**src/hdl/bfs_pkg.sv**
```systemverilog
// Shared types and constants for the banded forward substitution block.
package bfs_pkg;

	typedef enum logic [1:0] {
		OP_LOAD    = 2'd0,
		OP_RHS     = 2'd1,
		OP_RESTART = 2'd2
	} op_t;

	localparam logic CFG_ROWS = 1'b0;
	localparam logic CFG_BAND = 1'b1;

	localparam logic [10:0] ROWS_RESET = 11'd1024;

	localparam logic [31:0] SOL_MAX = 32'h7FFF_FFFF;
	localparam logic [31:0] SOL_MIN = 32'h8000_0000;
	localparam logic [63:0] ACC_LIMIT = 64'h0040_0000_0000_0000;

	typedef struct packed {
		logic start;
		logic load;
		logic restart;
		logic diag_rd;
		logic mac;
		logic absval;
		logic prep;
		logic check;
		logic div_step;
		logic finish;
	} cmd_t;

	typedef struct packed {
		logic mac_last;
		logic div_last;
	} sts_t;

endpackage

```
**src/hdl/bfs_ctrl.sv**
```systemverilog
// Sequencer for load, restart and solve transactions.
module bfs_ctrl (
	input  logic          clk,
	input  logic          arst_n,
	input  logic          in_valid,
	input  bfs_pkg::op_t  in_op,
	output logic          in_ready,
	output logic          out_valid,
	input  logic          out_ready,
	input  bfs_pkg::sts_t sts,
	output bfs_pkg::cmd_t cmd
);

	typedef enum logic [9:0] {
		ST_IDLE  = 10'b00_0000_0001,
		ST_DIAG  = 10'b00_0000_0010,
		ST_MAC   = 10'b00_0000_0100,
		ST_DR1   = 10'b00_0000_1000,
		ST_DR2   = 10'b00_0001_0000,
		ST_ABS   = 10'b00_0010_0000,
		ST_PREP  = 10'b00_0100_0000,
		ST_CHECK = 10'b00_1000_0000,
		ST_DIV   = 10'b01_0000_0000,
		ST_FIN   = 10'b10_0000_0000
	} state_t;

	state_t state_q, state_d;
	logic   out_full_q;
	logic   accept;

	assign in_ready  = (state_q == ST_IDLE);
	assign accept    = in_valid && in_ready;
	assign out_valid = out_full_q;

	always_comb begin
		state_d = state_q;
		cmd     = '0;
		case (state_q)
			ST_IDLE: begin
				if (accept) begin
					case (in_op)
						bfs_pkg::OP_LOAD:    cmd.load = 1'b1;
						bfs_pkg::OP_RESTART: cmd.restart = 1'b1;
						bfs_pkg::OP_RHS: begin
							cmd.start = 1'b1;
							state_d   = ST_DIAG;
						end
						default: ;
					endcase
				end
			end
			ST_DIAG: begin
				cmd.diag_rd = 1'b1;
				state_d     = ST_MAC;
			end
			ST_MAC: begin
				cmd.mac = 1'b1;
				if (sts.mac_last) begin
					state_d = ST_DR1;
				end
			end
			ST_DR1: state_d = ST_DR2;
			ST_DR2: state_d = ST_ABS;
			ST_ABS: begin
				cmd.absval = 1'b1;
				state_d    = ST_PREP;
			end
			ST_PREP: begin
				cmd.prep = 1'b1;
				state_d  = ST_CHECK;
			end
			ST_CHECK: begin
				cmd.check = 1'b1;
				state_d   = ST_DIV;
			end
			ST_DIV: begin
				cmd.div_step = 1'b1;
				if (sts.div_last) begin
					state_d = ST_FIN;
				end
			end
			ST_FIN: begin
				// hold until the output register is free
				if (!out_full_q || out_ready) begin
					cmd.finish = 1'b1;
					state_d    = ST_IDLE;
				end
			end
			default: state_d = ST_IDLE;
		endcase
	end

	always_ff @(posedge clk or negedge arst_n) begin
		if (!arst_n) begin
			state_q    <= ST_IDLE;
			out_full_q <= 1'b0;
		end else begin
			state_q <= state_d;
			if (cmd.finish) begin
				out_full_q <= 1'b1;
			end else if (out_ready) begin
				out_full_q <= 1'b0;
			end
		end
	end

endmodule

```
**config.mk**
```make
export PLATFORM = sky130hd
export DESIGN_NAME = bfs_ctrl
export DESIGN_NICKNAME = d
export VERILOG_FILES = /design/src/hdl/bfs_pkg.sv /design/src/hdl/bfs_ctrl.sv
export SDC_FILE = /design/constraint.sdc
export NUM_CORES = 1
export LEC_CHECK = 0
export ABC_AREA = 1
export BUFFER_PORTS_ARGS = -buffer_cell sky130_fd_sc_hd__buf_2
export CAP_MARGIN = 20
export CORE_MARGIN = 1
export CORE_UTILIZATION = 49
export DETAILED_ROUTE_END_ITERATION = 12
export PLACE_DENSITY = 0.78
export SLEW_MARGIN = 20
export SYNTH_ARGS = -nofsm -noshare
export SYNTH_HDL_FRONTEND = slang
export SYNTH_SLANG_ARGS = --single-unit
```
**constraint.sdc**
```tcl
create_clock -name clk -period 1.7 [get_ports clk]
set_input_delay 0.085 -clock clk [delete_from_list [all_inputs] [get_ports clk]]
set_output_delay 0.085 -clock clk [all_outputs]
set_load 0.01 [all_outputs]
```
# Word level (Yosys, flattened, before mapping)
# Cells that the tools add are included.
[totals]
ff_bits = 11
latch_bits = 0
mem_bits_rw = 0
mem_bits_ro = 0
inputBits = 8
output_inout_bits = 12
word_cells = 46
memories = 0
[classes]
n_addsub = 0
n_mul = 0
div_mod_pow = 0
n_lt_le_gt_ge = 0
eq_ne = 17
shifts = 0
muxes = 21
n_bitwise = 0
n_reduce_logical = 6
[op_table]
columns = ["operator", "count"]
rows = [
  ["one-hot mux 10 bit (10 select lines)", 1],
  ["two-way mux 10 bit", 5],
  ["two-way mux 1 bit", 13],
  ["== test 10 x 1 -> 1 bit (second input constant)", 1],
  ["== test 10 bit (second input constant)", 1],
  ["== test 10 x 2 -> 1 bit (second input constant)", 1],
  ["== test 10 x 3 -> 1 bit (second input constant)", 1],
  ["== test 10 x 4 -> 1 bit (second input constant)", 1],
  ["== test 10 x 5 -> 1 bit (second input constant)", 1],
  ["== test 10 x 6 -> 1 bit (second input constant)", 1],
  ["== test 10 x 7 -> 1 bit (second input constant)", 1],
  ["== test 10 x 8 -> 1 bit (second input constant)", 1],
  ["== test 10 x 9 -> 1 bit (second input constant)", 1],
  ["two-way mux 3 bit", 2],
  ["inequality test 2 bit (second input constant)", 3],
  ["AND reduction 5 bit", 1],
  ["inequality test 2 x 1 -> 1 bit (second input constant)", 2],
  ["== test 2 x 1 -> 1 bit (second input constant)", 1],
  ["== test 2 bit (second input constant)", 1],
  ["zero test 2 bit", 1],
  ["nonzero test 2 bit", 1],
  ["logical AND 1 bit", 1],
  ["zero test 1 bit", 1],
  ["logical OR 1 bit", 1],
]

# Depth between registers and ports, before layout
[logic_depth]
depth_word = 5
mapped_depth = 8
mapped_depth_nobuf = 8

# Worst setup path before layout
# OpenSTA, ideal clock, no wires.
[synth_path]
kind = "flip-flop to output port"
from = "register state_q[8]"
to = "output port cmd[7] (netlist bit)"
arrival_time_ns = 1.198
required_ns = 1.615
path_slack_ns = 0.417
path_stages_with_launch = 8
n_path_buf = 0
cell_sequence = "dfrtp_1 -> nor2_4 -> nand2_2 -> nor2_4 -> nand2_2 -> inv_1 -> nand3b_1 -> nor2_1"
[synth_rtl]
columns = ["item", "line_no", "text"]
rows = [
  ["start: declaration", "bfs_ctrl.sv:27", "state_t state_q, state_d;"],
  ["start signal: assignment", "bfs_ctrl.sv:98", "state_q <= state_d;"],
  ["end: declaration", "bfs_ctrl.sv:11", "output bfs_pkg::cmd_t cmd"],
]

==> results.cfg <==
[clock_tree]
h-tree-depth = 1
clk_pin_slew_ps = 70
numCtsBuffers = 3
cts_tree = yes
cts.path.max_buffers = 2
cts.sinks = 11
clk_latency_ps = 260
cts_root_buf = clkbuf_4

[drt]
via_count = 674
wl_per_cell_um = 10.8
route.met3.wl_um = 46
route.final.wire_length_um = 1570
detail_route.first_pass.iterations = 4
viasPerCell = 4.65
wl_met1_um = 676
ant_nets = 0
drc = 0
met2_length_um = 827
top_layer = met4
drt_first_iter_violations = 16

[synth]
synth_top_family_by_area = simple AND/OR/NAND/NOR gates
synth-simple-area-share_pct = 44.2
ys_seq_area_share_pct = 39.1
synth_top_area_cell = dfrtp_1
synth_seq_cells = 11
muxShareOfSynthArea_pct = 0
synth_area_um2 = 707
synth.top_cells.by_count = inv_1 (24), nor2_1 (22), nand2_1 (14)
synth_top_area_share_pct = 35.4
synthesis.instances = 100
synth.distinct_cells = 18
synth-edff-count = 0
yosysMostFrequentCell = inv_1
synth-compound-area-share_pct = 3.36
yosys-top-cells-area = dfrtp_1 (35%), inv_1 (13%), nor2_1 (12%), nand2_1 (7.4%), nor2_4 (6.4%)
ys_warn_count = 0
synth_async_sr_flop_share_pct = 100
synth_fp_nets = 108
yosys.area_share.adder_pct = 0
synth.avg_cell_area_um2 = 7.07
ys.flop_type = dfrtp_1
yosys.area_share.xor_xnor_pct = 0

[worst_setup_path]
crit_type = flop to primary output
timing.rr.end = state_q[0]
reg2reg_depth = 9
crit_arrival_ps = 1510
crit_required_ps = 1620
r2r_start = state_q[2]
regToRegSetupSlack_ps = 260
cp-end-kind = primary output
critPathLaunchType = flop
cp_max_fo = 4

[sta]
fmax_ghz = 0.626
finalSetupViolCount = 0
post-route-period-util_pct = 94.0
setup_ws_ps = 101
worst_pin_slew_ps = 247
hold_violations = 0
drv_slew = 0
period_needed_ps = 1600
relSlewSlack_pct = 83.4
whs_ps = 17.4
worst_clock_skew_ps = 0.865

[grt]
antenna_found_initial = 0
grt_max_degree = 12
grt-ovfl-total = 0
grt_pass1_vias = 525
grt_usage_pct = 21.6
grt_pass1_wl_um = 2190

[die]
die_h_um = 40.0
start_util_pct = 53.7
io-pin-count = 20
rows = 13
die-width_um = 40.0
core_um2 = 1320
dieArea_um2 = 1600

[placement]
gp_congestion = 0.893
port_buffers = 19
pre_cts_ws_ps = 347
dp_cells = 134
hpwlAfterDp_um = 1160

[hold_path]
worstHoldStart = out_ready
worstHoldPathCells = 2
holdPathEnd = out_valid
min_path_type = input pin to flop

[final_layout]
fin_nets = 139
area_growth_pct = 29.6
stdcell_count = 145
fin_util_pct = 69.5
diodes = 0
drive_gt1_share_pct = 40.8
fillerInstances = 104

[job]
max-cap-violations = 0

[run_status]
status = complete, no violations

[power]
total_leakage_power_nw = 0.603
vdd_ir_drop_max_mv = 0.744
power.density_nw_per_um2 = 1440
[where the power goes]
part / internal (mW) / leakage [nW] / total (mW) / switching [mW]
clock network: 0.0906 / 0.0150 / 0.179 / 0.0883
logic: 0.294 / 0.442 / 0.758 / 0.464
registers: 0.330 / 0.146 / 0.383 / 0.0532
[critical path, cell delays in order, from the launching register on]
cell and delay [ps]:
dfrtp_1 420, nor2_2 150, buf_4 140, nand2_2 60, nor2_1 140, nand3_1 140
inv_1 70, buf_2 120
[flip-flops by register name, indices dropped and copies added, names as in the netlist]
signal and flops:
out_valid 1, state_q 10
[repair_timing]
| action | in CTS | in global routing |
|---|---|---|
| endpoints found under the setup margin | 0 | 2 |
| buffers inserted | 0 | 6 |
| hold buffers | 1 | 0 |
| gates resized for setup | 0 | 6 |
| hold endpoints to repair | 11 | 0 |
[cells in the final DEF (no fill, tap or decap), drive strengths merged]
cell and count:
nand3b 1, nand3 6, dfstp 1, dlygate4sd3 1, nand4 1, or2 1
buf 25, nor2 29, nand2 21, o21ai 2, dfrtp 10, clkbuf 4
inv 25, nor3 1, a21oi 2
[worst max-delay path by stage]
stage	start	end	slack [ps]
global route	state_q[2]	cmd[3]	-30
finish	state_q[2]	cmd[3]	100
global placement	state_q[5]	state_q[9]	390
detailed placement	state_q[8]	cmd[8]	350
CTS	state_q[8]	cmd[8]	40
floorplan	state_q[8]	cmd[7]	420
[through the flow]
| step | area [µm²] | total power [mW] | TNS, ps |
|---|---|---|---|
| after CTS | 857 | 1.25 | 0 |
| after global placement | 821 | 1.04 | 0 |
| after global routing | 916 | 1.43 | -26.3 |
| after floorplan | 707 | 0.904 | 0 |
| final | 916 | 1.32 | 0 |
| after detailed placement | 821 | 1.05 | 0 |
[metal layers]
metal	GRT usage, %	vias to the layer above
met5	0	-
met3	5.56	4
li1	-	354
met1	27.4	302
met4	16.4	0
met2	31.0	14
[area by class of cell]
cell class                      instances  area (µm²)  share of cell area, %
Clock buffer                            4        26.3                   2.87
Inverter                               25        93.8                   10.2
Multi-Input combinational cell         64         349                   38.1
Sequential cell                        11         278                   30.3
Tap cell                               15        18.8                   2.05
Timing Repair Buffer                   26         150                   16.4
[logic make-up (layout without fill, tap and decap cells)]
| group | after synthesis | count (layout) |
|---|---|---|
| AO/OA/AOI/OAI | 4 | 4 |
| buffers and inverters | 25 | 55 |
| flip-flops | 11 | 11 |
| AND/OR/NAND/NOR | 60 | 60 |
Note: power is estimated with default switching activity, not from simulation.
